`config.mk`:
```
export PLATFORM = sky130hd
export DESIGN_NAME = bracket_balance_checker_top
export DESIGN_NICKNAME = d
export VERILOG_FILES = /design/src/rtl/core/bbc_pkg.sv /design/src/rtl/core/bbc_queue.sv /design/src/rtl/core/bbc_front.sv /design/src/rtl/core/bbc_back.sv /design/src/rtl/core/bracket_balance_checker_top.sv
export SDC_FILE = /design/constraint.sdc
export NUM_CORES = 2
export LEC_CHECK = 0
export BUFFER_PORTS_ARGS = -buffer_cell sky130_fd_sc_hd__buf_4
export CAP_MARGIN = 20
export CORE_ASPECT_RATIO = 0.6
export CORE_UTILIZATION = 46
export DETAILED_ROUTE_END_ITERATION = 10
export PLACE_DENSITY = 0.58
export SETUP_SLACK_MARGIN = 0.02
export SLEW_MARGIN = 20
export SYNTH_ARGS = -nofsm -noshare
export SYNTH_HDL_FRONTEND = slang
export SYNTH_SLANG_ARGS = --single-unit
export TNS_END_PERCENT = 100
```
`constraint.sdc`:
```
create_clock -name clk -period 9.9 [get_ports clk]
set_input_delay 0.495 -clock clk [delete_from_list [all_inputs] [get_ports clk]]
set_output_delay 0.495 -clock clk [all_outputs]
set_load 0.02 [all_outputs]
```
`src/rtl/core/bbc_pkg.sv`:
```
// shared types, constants and helpers for the bracket balance checker
package bbc_pkg;

    localparam int STACK_DEPTH = 64;
    localparam int STACK_AW    = (STACK_DEPTH > 1) ? $clog2(STACK_DEPTH) : 1;
    localparam int CNT_W       = $clog2(STACK_DEPTH + 1);
    localparam int POS_WIDTH   = 16;
    localparam int FIELD_POS_W = 16;
    localparam int QUEUE_DEPTH = 4;
    localparam int QUEUE_AW    = $clog2(QUEUE_DEPTH);
    localparam int QCNT_W      = $clog2(QUEUE_DEPTH + 1);
    localparam int OUT_BITS    = 2 + 3 * FIELD_POS_W + 8 + 8;
    localparam int TDATA_W     = ((OUT_BITS + 7) / 8) * 8;
    localparam int PAD_W       = TDATA_W - OUT_BITS;

    localparam logic [POS_WIDTH-1:0] POS_MAX   = '1;
    localparam logic [CNT_W-1:0]     STACK_FULL = CNT_W'(STACK_DEPTH);

    localparam logic [7:0] CH_LPAREN = 8'h28;
    localparam logic [7:0] CH_RPAREN = 8'h29;
    localparam logic [7:0] CH_LBRACK = 8'h5B;
    localparam logic [7:0] CH_RBRACK = 8'h5D;
    localparam logic [7:0] CH_LBRACE = 8'h7B;
    localparam logic [7:0] CH_RBRACE = 8'h7D;
    localparam logic [7:0] CH_NL     = 8'h0A;
    localparam logic [7:0] CH_BSLASH = 8'h5C;
    localparam logic [7:0] CH_SLASH  = 8'h2F;
    localparam logic [7:0] CH_DQUOTE = 8'h22;
    localparam logic [7:0] CH_SQUOTE = 8'h27;

    localparam logic [1:0] BR_PAREN = 2'd0;
    localparam logic [1:0] BR_BRACK = 2'd1;
    localparam logic [1:0] BR_BRACE = 2'd2;

    localparam logic [1:0] ERR_UNEXPECTED = 2'd0;
    localparam logic [1:0] ERR_MISMATCH   = 2'd1;
    localparam logic [1:0] ERR_UNCLOSED   = 2'd2;

    typedef enum logic [1:0] {
        OP_PUSH  = 2'd0,
        OP_CLOSE = 2'd1,
        OP_FLUSH = 2'd2
    } op_t;

    typedef struct packed {
        op_t                  op;
        logic [1:0]           code;
        logic [7:0]           ch;
        logic [POS_WIDTH-1:0] line;
        logic [POS_WIDTH-1:0] col;
    } cmd_t;

    typedef struct packed {
        logic full;
        logic empty;
    } qstat_t;

    typedef struct packed {
        logic [1:0]           code;
        logic [POS_WIDTH-1:0] line;
        logic [POS_WIDTH-1:0] col;
    } entry_t;

    function automatic logic [7:0] opener_byte(input logic [1:0] t);
        logic [7:0] b;
        case (t)
            BR_BRACK: b = CH_LBRACK;
            BR_BRACE: b = CH_LBRACE;
            default:  b = CH_LPAREN;
        endcase
        return b;
    endfunction

endpackage

```
`src/rtl/core/bbc_queue.sv`:
```
// short command queue between the scanner and the stack engine
module bbc_queue (
    input  logic           clk,
    input  logic           rst_n,
    input  logic           push,
    input  bbc_pkg::cmd_t  push_cmd,
    input  logic           pop,
    output bbc_pkg::cmd_t  head_cmd,
    output bbc_pkg::qstat_t stat
);

    bbc_pkg::cmd_t                   slot_reg [bbc_pkg::QUEUE_DEPTH];
    logic [bbc_pkg::QUEUE_AW-1:0]    wr_ptr_reg, wr_ptr_next;
    logic [bbc_pkg::QUEUE_AW-1:0]    rd_ptr_reg, rd_ptr_next;
    logic [bbc_pkg::QCNT_W-1:0]      cnt_reg, cnt_next;
    logic                            do_push, do_pop;

    assign stat.full  = (cnt_reg == bbc_pkg::QCNT_W'(bbc_pkg::QUEUE_DEPTH));
    assign stat.empty = (cnt_reg == '0);
    assign head_cmd   = slot_reg[rd_ptr_reg];
    assign do_push    = push && !stat.full;
    assign do_pop     = pop && !stat.empty;

    always_comb
    begin
        wr_ptr_next = wr_ptr_reg;
        rd_ptr_next = rd_ptr_reg;
        cnt_next    = cnt_reg;
        if (do_push)
        begin
            wr_ptr_next = (wr_ptr_reg == bbc_pkg::QUEUE_AW'(bbc_pkg::QUEUE_DEPTH - 1)) ?
                          '0 : wr_ptr_reg + 1'b1;
        end
        if (do_pop)
        begin
            rd_ptr_next = (rd_ptr_reg == bbc_pkg::QUEUE_AW'(bbc_pkg::QUEUE_DEPTH - 1)) ?
                          '0 : rd_ptr_reg + 1'b1;
        end
        if (do_push && !do_pop)
        begin
            cnt_next = cnt_reg + 1'b1;
        end
        else if (do_pop && !do_push)
        begin
            cnt_next = cnt_reg - 1'b1;
        end
    end

    always_ff @(posedge clk or negedge rst_n)
    begin
        if (!rst_n)
        begin
            wr_ptr_reg <= '0;
            rd_ptr_reg <= '0;
            cnt_reg    <= '0;
        end
        else
        begin
            wr_ptr_reg <= wr_ptr_next;
            rd_ptr_reg <= rd_ptr_next;
            cnt_reg    <= cnt_next;
        end
    end

    always_ff @(posedge clk)
    begin
        if (do_push)
        begin
            slot_reg[wr_ptr_reg] <= push_cmd;
        end
    end

endmodule

```
`src/rtl/core/bbc_front.sv`:
```
// scanner: tracks position, skips comments and strings, classifies brackets
module bbc_front (
    input  logic            clk,
    input  logic            rst_n,
    input  logic            s_tvalid,
    output logic            s_tready,
    input  logic [7:0]      s_tdata,   // ch
    input  logic            s_tuser,   // kind
    input  bbc_pkg::qstat_t q_stat,
    output logic            q_push,
    output bbc_pkg::cmd_t   q_cmd
);

    typedef enum logic [3:0] {
        MODE_NORMAL  = 4'b0001,
        MODE_SLASH   = 4'b0010,
        MODE_COMMENT = 4'b0100,
        MODE_STRING  = 4'b1000
    } scan_mode_t;

    scan_mode_t                      mode_reg, mode_next;
    logic [bbc_pkg::POS_WIDTH-1:0]   line_reg, line_next;
    logic [bbc_pkg::POS_WIDTH-1:0]   col_reg, col_next;
    logic                            single_reg, single_next;
    logic                            esc_reg, esc_next;
    logic [bbc_pkg::POS_WIDTH-1:0]   col_inc;
    logic                            accept;
    logic                            counted;

    assign s_tready = !q_stat.full;
    assign accept   = s_tvalid && !q_stat.full;
    assign col_inc  = (col_reg < bbc_pkg::POS_MAX) ? col_reg + 1'b1 : col_reg;

    always_comb
    begin
        mode_next   = mode_reg;
        line_next   = line_reg;
        col_next    = col_reg;
        single_next = single_reg;
        esc_next    = esc_reg;
        counted     = 1'b0;
        q_push      = 1'b0;
        q_cmd.op    = bbc_pkg::OP_PUSH;
        q_cmd.code  = bbc_pkg::BR_PAREN;
        q_cmd.ch    = s_tdata;
        q_cmd.line  = line_reg;
        q_cmd.col   = col_inc;

        if (accept && s_tuser)
        begin
            // end of text: hand the flush to the back end, restart scanning
            q_push      = 1'b1;
            q_cmd.op    = bbc_pkg::OP_FLUSH;
            mode_next   = MODE_NORMAL;
            line_next   = bbc_pkg::POS_WIDTH'(1);
            col_next    = '0;
            single_next = 1'b0;
            esc_next    = 1'b0;
        end
        else if (accept)
        begin
            case (mode_reg)
                MODE_SLASH:
                begin
                    if (s_tdata == bbc_pkg::CH_SLASH)
                    begin
                        mode_next = MODE_COMMENT;
                    end
                    else
                    begin
                        counted = 1'b1;
                    end
                end
                MODE_COMMENT:
                begin
                    counted = (s_tdata == bbc_pkg::CH_NL);
                end
                MODE_STRING:
                begin
                    if (esc_reg)
                    begin
                        esc_next = 1'b0;
                    end
                    else if (s_tdata == bbc_pkg::CH_BSLASH)
                    begin
                        esc_next = 1'b1;
                    end
                    else if (s_tdata == (single_reg ? bbc_pkg::CH_SQUOTE : bbc_pkg::CH_DQUOTE))
                    begin
                        mode_next = MODE_NORMAL;
                    end
                end
                default:
                begin
                    counted = 1'b1;
                end
            endcase

            if (counted)
            begin
                col_next  = col_inc;
                mode_next = MODE_NORMAL;
                case (s_tdata)
                    bbc_pkg::CH_NL:
                    begin
                        line_next = (line_reg < bbc_pkg::POS_MAX) ? line_reg + 1'b1 : line_reg;
                        col_next  = '0;
                    end
                    bbc_pkg::CH_SLASH:
                    begin
                        mode_next = MODE_SLASH;
                    end
                    bbc_pkg::CH_DQUOTE, bbc_pkg::CH_SQUOTE:
                    begin
                        mode_next   = MODE_STRING;
                        single_next = (s_tdata == bbc_pkg::CH_SQUOTE);
                        esc_next    = 1'b0;
                    end
                    bbc_pkg::CH_LPAREN, bbc_pkg::CH_LBRACK, bbc_pkg::CH_LBRACE:
                    begin
                        q_push   = 1'b1;
                        q_cmd.op = bbc_pkg::OP_PUSH;
                        q_cmd.code = (s_tdata == bbc_pkg::CH_LPAREN) ? bbc_pkg::BR_PAREN :
                                     (s_tdata == bbc_pkg::CH_LBRACK) ? bbc_pkg::BR_BRACK :
                                                                       bbc_pkg::BR_BRACE;
                    end
                    bbc_pkg::CH_RPAREN, bbc_pkg::CH_RBRACK, bbc_pkg::CH_RBRACE:
                    begin
                        q_push   = 1'b1;
                        q_cmd.op = bbc_pkg::OP_CLOSE;
                        q_cmd.code = (s_tdata == bbc_pkg::CH_RPAREN) ? bbc_pkg::BR_PAREN :
                                     (s_tdata == bbc_pkg::CH_RBRACK) ? bbc_pkg::BR_BRACK :
                                                                       bbc_pkg::BR_BRACE;
                    end
                    default:
                    begin
                        mode_next = MODE_NORMAL;
                    end
                endcase
            end
        end
    end

    always_ff @(posedge clk or negedge rst_n)
    begin
        if (!rst_n)
        begin
            mode_reg   <= MODE_NORMAL;
            line_reg   <= bbc_pkg::POS_WIDTH'(1);
            col_reg    <= '0;
            single_reg <= 1'b0;
            esc_reg    <= 1'b0;
        end
        else
        begin
            mode_reg   <= mode_next;
            line_reg   <= line_next;
            col_reg    <= col_next;
            single_reg <= single_next;
            esc_reg    <= esc_next;
        end
    end

endmodule

```
`src/rtl/core/bbc_back.sv`:
```
// stack engine: bracket stack in memory, closer checks, end-of-text flush
module bbc_back (
    input  logic                         clk,
    input  logic                         rst_n,
    input  bbc_pkg::cmd_t                q_cmd,
    input  bbc_pkg::qstat_t              q_stat,
    output logic                         q_pop,
    output logic                         m_tvalid,
    input  logic                         m_tready,
    // error_kind, err_line, err_column, found_char, open_char, open_line, zero pad
    output logic [bbc_pkg::TDATA_W-1:0]  m_tdata,
    output logic                         m_tlast
);

    typedef enum logic [2:0] {
        ST_IDLE  = 3'b001,
        ST_CLOSE = 3'b010,
        ST_FLUSH = 3'b100
    } back_state_t;

    back_state_t                        state_reg, state_next;
    logic [bbc_pkg::CNT_W-1:0]          cnt_reg, cnt_next;
    bbc_pkg::entry_t                    stack_mem [bbc_pkg::STACK_DEPTH];
    bbc_pkg::entry_t                    rd_data_reg;
    bbc_pkg::cmd_t                      cur_reg;
    logic                               out_valid_reg, out_valid_next;
    logic [1:0]                         out_kind_reg;
    logic [bbc_pkg::POS_WIDTH-1:0]      out_line_reg, out_col_reg, out_oline_reg;
    logic [7:0]                         out_found_reg, out_open_reg;
    logic                               out_last_reg;

    logic                               out_ok;
    logic                               mem_we, rd_en, cur_load, emit;
    logic [bbc_pkg::CNT_W-1:0]          top_cnt, below_cnt;
    logic [bbc_pkg::STACK_AW-1:0]       rd_addr, wr_addr;
    logic [1:0]                         emit_kind;
    logic [bbc_pkg::POS_WIDTH-1:0]      emit_line, emit_col, emit_oline;
    logic [7:0]                         emit_found, emit_open;
    logic                               emit_last;

    assign out_ok    = !out_valid_reg || m_tready;
    assign top_cnt   = cnt_reg - 1'b1;
    assign below_cnt = cnt_reg - bbc_pkg::CNT_W'(2);
    assign wr_addr   = cnt_reg[bbc_pkg::STACK_AW-1:0];

    always_comb
    begin
        state_next = state_reg;
        cnt_next   = cnt_reg;
        q_pop      = 1'b0;
        mem_we     = 1'b0;
        rd_en      = 1'b0;
        rd_addr    = top_cnt[bbc_pkg::STACK_AW-1:0];
        cur_load   = 1'b0;
        emit       = 1'b0;
        emit_kind  = bbc_pkg::ERR_UNEXPECTED;
        emit_line  = q_cmd.line;
        emit_col   = q_cmd.col;
        emit_found = q_cmd.ch;
        emit_open  = '0;
        emit_oline = '0;
        emit_last  = 1'b1;

        case (state_reg)
            ST_IDLE:
            begin
                if (!q_stat.empty)
                begin
                    case (q_cmd.op)
                        bbc_pkg::OP_PUSH:
                        begin
                            q_pop = 1'b1;
                            // opener beyond capacity is dropped
                            if (cnt_reg != bbc_pkg::STACK_FULL)
                            begin
                                mem_we   = 1'b1;
                                cnt_next = cnt_reg + 1'b1;
                            end
                        end
                        bbc_pkg::OP_CLOSE:
                        begin
                            if (cnt_reg == '0)
                            begin
                                if (out_ok)
                                begin
                                    q_pop = 1'b1;
                                    emit  = 1'b1;
                                end
                            end
                            else
                            begin
                                q_pop      = 1'b1;
                                rd_en      = 1'b1;
                                cur_load   = 1'b1;
                                state_next = ST_CLOSE;
                            end
                        end
                        bbc_pkg::OP_FLUSH:
                        begin
                            q_pop = 1'b1;
                            if (cnt_reg != '0)
                            begin
                                rd_en      = 1'b1;
                                state_next = ST_FLUSH;
                            end
                        end
                        default:
                        begin
                            q_pop = 1'b1;
                        end
                    endcase
                end
            end
            ST_CLOSE:
            begin
                emit_kind  = bbc_pkg::ERR_MISMATCH;
                emit_line  = cur_reg.line;
                emit_col   = cur_reg.col;
                emit_found = cur_reg.ch;
                emit_open  = bbc_pkg::opener_byte(rd_data_reg.code);
                emit_oline = rd_data_reg.line;
                if (rd_data_reg.code != cur_reg.code)
                begin
                    if (out_ok)
                    begin
                        emit       = 1'b1;
                        cnt_next   = top_cnt;
                        state_next = ST_IDLE;
                    end
                end
                else
                begin
                    cnt_next   = top_cnt;
                    state_next = ST_IDLE;
                end
            end
            ST_FLUSH:
            begin
                emit_kind  = bbc_pkg::ERR_UNCLOSED;
                emit_line  = rd_data_reg.line;
                emit_col   = rd_data_reg.col;
                emit_found = bbc_pkg::opener_byte(rd_data_reg.code);
                emit_open  = bbc_pkg::opener_byte(rd_data_reg.code);
                emit_last  = (cnt_reg == bbc_pkg::CNT_W'(1));
                if (out_ok)
                begin
                    emit     = 1'b1;
                    cnt_next = top_cnt;
                    if (emit_last)
                    begin
                        state_next = ST_IDLE;
                    end
                    else
                    begin
                        // fetch the next entry down while this report goes out
                        rd_en   = 1'b1;
                        rd_addr = below_cnt[bbc_pkg::STACK_AW-1:0];
                    end
                end
            end
            default:
            begin
                state_next = ST_IDLE;
            end
        endcase

        out_valid_next = emit ? 1'b1 : (m_tready ? 1'b0 : out_valid_reg);
    end

    always_ff @(posedge clk or negedge rst_n)
    begin
        if (!rst_n)
        begin
            state_reg     <= ST_IDLE;
            cnt_reg       <= '0;
            out_valid_reg <= 1'b0;
        end
        else
        begin
            state_reg     <= state_next;
            cnt_reg       <= cnt_next;
            out_valid_reg <= out_valid_next;
        end
    end

    always_ff @(posedge clk)
    begin
        if (mem_we)
        begin
            stack_mem[wr_addr] <= '{code: q_cmd.code, line: q_cmd.line, col: q_cmd.col};
        end
        if (rd_en)
        begin
            rd_data_reg <= stack_mem[rd_addr];
        end
    end

    always_ff @(posedge clk)
    begin
        if (cur_load)
        begin
            cur_reg <= q_cmd;
        end
        if (emit)
        begin
            out_kind_reg  <= emit_kind;
            out_line_reg  <= emit_line;
            out_col_reg   <= emit_col;
            out_found_reg <= emit_found;
            out_open_reg  <= emit_open;
            out_oline_reg <= emit_oline;
            out_last_reg  <= emit_last;
        end
    end

    assign m_tvalid = out_valid_reg;
    assign m_tlast  = out_last_reg;
    assign m_tdata  = {{bbc_pkg::PAD_W{1'b0}},
                       bbc_pkg::FIELD_POS_W'(out_oline_reg),
                       out_open_reg,
                       out_found_reg,
                       bbc_pkg::FIELD_POS_W'(out_col_reg),
                       bbc_pkg::FIELD_POS_W'(out_line_reg),
                       out_kind_reg};

endmodule

```
`src/rtl/core/bracket_balance_checker_top.sv`:
```
// closer report: command queue, then output register (empty stack); a mismatch adds the stack read
// throughput: one byte per cycle unless the queue is full; a closer's stack read holds the engine
// end of text: a stack read, then one unclosed report per cycle while the output is not stalled
// the command queue (4 words) lets the scanner keep taking bytes while the stack engine works
// reset: rst_n low clears scanner, queue, stack count and output valid; the stack memory is not cleared
module bracket_balance_checker_top (
    input  logic                         clk,
    input  logic                         rst_n,
    input  logic                         s_tvalid,
    output logic                         s_tready,
    input  logic [7:0]                   s_tdata,   // ch
    input  logic                         s_tuser,   // kind
    output logic                         m_tvalid,
    input  logic                         m_tready,
    // error_kind, err_line, err_column, found_char, open_char, open_line, zero pad
    output logic [bbc_pkg::TDATA_W-1:0]  m_tdata,
    output logic                         m_tlast    // last
);

    bbc_pkg::cmd_t   push_cmd;
    bbc_pkg::cmd_t   head_cmd;
    bbc_pkg::qstat_t q_stat;
    logic            q_push;
    logic            q_pop;

    bbc_front u_front (
        .clk      (clk),
        .rst_n    (rst_n),
        .s_tvalid (s_tvalid),
        .s_tready (s_tready),
        .s_tdata  (s_tdata),
        .s_tuser  (s_tuser),
        .q_stat   (q_stat),
        .q_push   (q_push),
        .q_cmd    (push_cmd)
    );

    bbc_queue u_queue (
        .clk      (clk),
        .rst_n    (rst_n),
        .push     (q_push),
        .push_cmd (push_cmd),
        .pop      (q_pop),
        .head_cmd (head_cmd),
        .stat     (q_stat)
    );

    bbc_back u_back (
        .clk      (clk),
        .rst_n    (rst_n),
        .q_cmd    (head_cmd),
        .q_stat   (q_stat),
        .q_pop    (q_pop),
        .m_tvalid (m_tvalid),
        .m_tready (m_tready),
        .m_tdata  (m_tdata),
        .m_tlast  (m_tlast)
    );

endmodule

```
==> run_results.csv <==
group,metric,value,unit
clock_network,cts_tree,"yes",
clock_network,cts.path.max_buffers,4,
clock_network,cts.htree.levels,4,
grt,grt-busiest-layer,"met1",
synth,synth_top_family_by_area,"compound AO/OA/AOI/OAI gates",
grt,grt_max_degree,102,
timing,drv_slew,0,
route,viasPerCell,7.13,
timing,whs,0.279,ns
timing,fin_skew,0.0683,ns
cells_and_area,fillerInstances,16900,
critical_path,path_class,"reg -> reg",
synth,synth_mux_area_share,1.48,%
place,place.gp.congestion,0.940,
synth,synth-xor-area-share,0.334,%
route,wire_per_inst,40.9,um
route,drt-total-wl,376000,um
cells_and_area,largest_register_ff_count,2176,
synth,synth_area,97100,um^2
critical_path,cp.arrival,7.10,ns
floorplan,ios,88,
clock_network,cts_root_buffer,"clkbuf_16",
floorplan,initial_core_util,46.4,%
timing,min_period,6.40,ns
floorplan,core,210000,um^2
grt,grt_usage,34.4,%
place,port_buffers,79,
critical_path,crit_path_max_fanout,41,
route,via_count,65500,
clock_network,clock_latency,0.91,ns
timing,slew_headroom,10.8,%
synth,post-synth-top-area-fraction,77.0,%
timing,setup_viol,0,
synth,yosys.cell_types.count,84,
grt,grt_pass1_wl,501000,um
cells_and_area,finalNonFillerCells,9188,
critical_path,cpMostUsedCell,"buf_4",
cells_and_area,seq_area,76200,um^2
synth,ys_warn_count,0,
timing,rsz0062_at_grt,"false",
critical_path,path_cells,"inv_1 -> ha_1 -> xnor2_2 -> buf_4 -> nor2_1 -> a22oi_2 -> buf_4 -> buf_4 -> o22a_1 -> o21ai_0 -> nor4_1 -> a21oi_2 -> nand4_1",
route,dr.pass1.iters,7,
run_status,status,"finished, final reports clean",
timing,min_period_over_period,64.6,%
cells_and_area,most-common-layout-cells,"2490 x edfxtp_1, 684 x o22ai_1, 489 x nor2_1",
timing,tightest_slew,1.33,ns
route,drtAntennaViolNets,0,
grt,gr-usage-met1,50.5,%
synth,postSynthCellCount,6067,
grt,use_met3,16.3,%
grt,first_global_vias,58600,
critical_path,startpoint_type,"register",
floorplan,rows,130,
power_and_ir_drop,p_per_area,353,nW/um^2
power_and_ir_drop,ir_drop,290,uV
cells_and_area,final_common_cell,"edfxtp_1",
timing,hold_violations,0,
clock_network,clkTransAtPathRegs,0.07,ns
synth,synth_top_area_cell,"edfxtp_1",
critical_path,critPathTopFamily,"buffers and inverters",
timing,fmax,156,MHz
grt,overflow,0,
cells_and_area,nNetsFinal,6264,
synth,seq_area_frac_synth,78.4,%
grt,antenna_found_initial,31,
clock_network,post-cts-setup-buffer-count,0,
critical_path,cpMaxStageDelayCell,"nor4_1",
critical_path,cp-end-kind,"register",
synth,synth-adder-area-share,0.291,%
critical_path,cp.buffers_inverters,4,
synth,async_flop_share,2.20,%
floorplan,dieWidth,595,um
synth,synth_compound_area_share,10.3,%
critical_path,cp_slowest_stage_delay,0.87,ns
synth,synth-simple-area-share,7.35,%
timing,fin_tns_setup,0,ns
critical_path,crit_required,10.61,ns
route,drt_iter0_drc,14700,
synth,ys.flop_type,"edfxtp_1",
place,place_hpwl,210000,um
synth,synth_seq_cells,2546,
place,place_inst,8764,
cells_and_area,drive_above_1_share,13.1,%
route,remaining_drc_errors,0,
cells_and_area,syn_to_final_growth,12.7,%
floorplan,dieArea,213000,um^2
job,drv_cap,0,
synth,synth_area_per_cell,16.0,um^2
clock_network,cts.sinks,2546,
synth,synth-edff-count,2490,
floorplan,fp.dieH,358,um
worst_hold_path,worstHoldPathType,"in -> reg",
power_and_ir_drop,leakage,34.3,nW
grt,gr-usage-met2,44.4,%
synth,synthTopCellsByArea,"edfxtp_1 77%, o22ai_1 4.4%, nor2_1 2.1%, dfrtp_1 1.4%, a21oi_1 1.2%",
clock_network,numCtsBuffers,223,
cells_and_area,multiInputGateArea,20200,um^2
## cells by family after synthesis
kind of cell,Yosys count
DFF,2546
AOI/OAI and AO/OA,1497
and+or+nand+nor,1463
buffers and inverters,415
muxes,86
xor gates and xnor gates,37
adders and majority gates,22
other,1
## per-stage QoR
step                      instance area (um^2)  utilization [%]  setup slack (ns)  power, mW
final                                   109000             52.2              3.50       38.6
after global routing                    109000             52.2              3.58       39.1
after CTS                               109000             52.2              3.82       37.7
after detailed placement                102000             48.9              3.80       29.3
after global placement                  102000             48.8              3.60       29.2
after floorplan                          97100                -              2.39       21.9
## cells in the mapped netlist (all sizes together), types with 15 or more instances
| library cell | number |
|---|---|
| edfxtp | 2490 |
| o22ai | 684 |
| nor2 | 555 |
| a21oi | 234 |
| buf | 204 |
| nand2 | 198 |
| clkbuf | 191 |
| nor3 | 173 |
| nor4 | 168 |
| o21ai | 125 |
| o22a | 121 |
| o221ai | 119 |
| nand3 | 85 |
| or4 | 74 |
| dfrtp | 53 |
| a22oi | 50 |
| mux4 | 44 |
| nand4 | 42 |
| or3 | 37 |
| and2 | 30 |
| o2111ai | 29 |
| and3 | 25 |
| mux2 | 22 |
| xnor2 | 22 |
| ha | 21 |
| mux2i | 20 |
| nor2b | 20 |
| inv | 18 |
| a211oi | 17 |
| a21o | 17 |
| xor2 | 15 |
## layer usage
layer | up-vias | routed length (um)
li1 | 25000 | -
met1 | 33200 | 145000
met4 | 10 | 13900
met3 | 811 | 71700
met2 | 6466 | 145000
met5 | - | 79
## worst paths after layout
check | start | end | slack (ns) | cells after the start
min in group asynchronous | rst_n | u_front.line_reg[6] | 0.29 | 2
max | u_back.cnt_reg[0] | u_back.rd_data_reg[11] | 3.50 | 13
max reg2reg | u_back.cnt_reg[0] | u_back.rd_data_reg[11] | 3.50 | 13
min | s_tvalid | u_front.esc_reg | 0.28 | 3
min reg2reg | u_queue.cnt_reg[2] | u_queue.cnt_reg[2] | 0.50 | 1
max in group asynchronous | rst_n | u_queue.rd_ptr_reg[0] | 8.92 | 2
## report_power, final
part | switching, mW | internal (mW)
sequential | 0.371 | 14.1
combinational | 11.9 | 3.73
clock | 3.95 | 4.61
## what timing repair did
item                      4_1_cts  5_1_grt
gates resized for setup         0        0
hold buffers                   10        0
hold endpoints to repair       92        0
## worst reg2reg max path, delay by kind of cell (launching register included)
family / cells / cell delay, ns
flops: 1 / 0.83
buf+inv: 4 / 2.21
simple gates: 3 / 1.31
fa+ha+maj: 1 / 0.49
xor+xnor: 1 / 0.17
compound gates: 4 / 1.25
## cell type report
type	instances	area share [%]
Antenna cell	17	0.0389
Clock buffer	294	5.46
Clock inverter	101	0.775
Inverter	20	0.0686
Multi-Input combinational cell	3113	18.4
Sequential cell	2546	69.6
Tap cell	2772	3.17
Timing Repair Buffer	325	2.43
(Power assumes the default switching activity.)
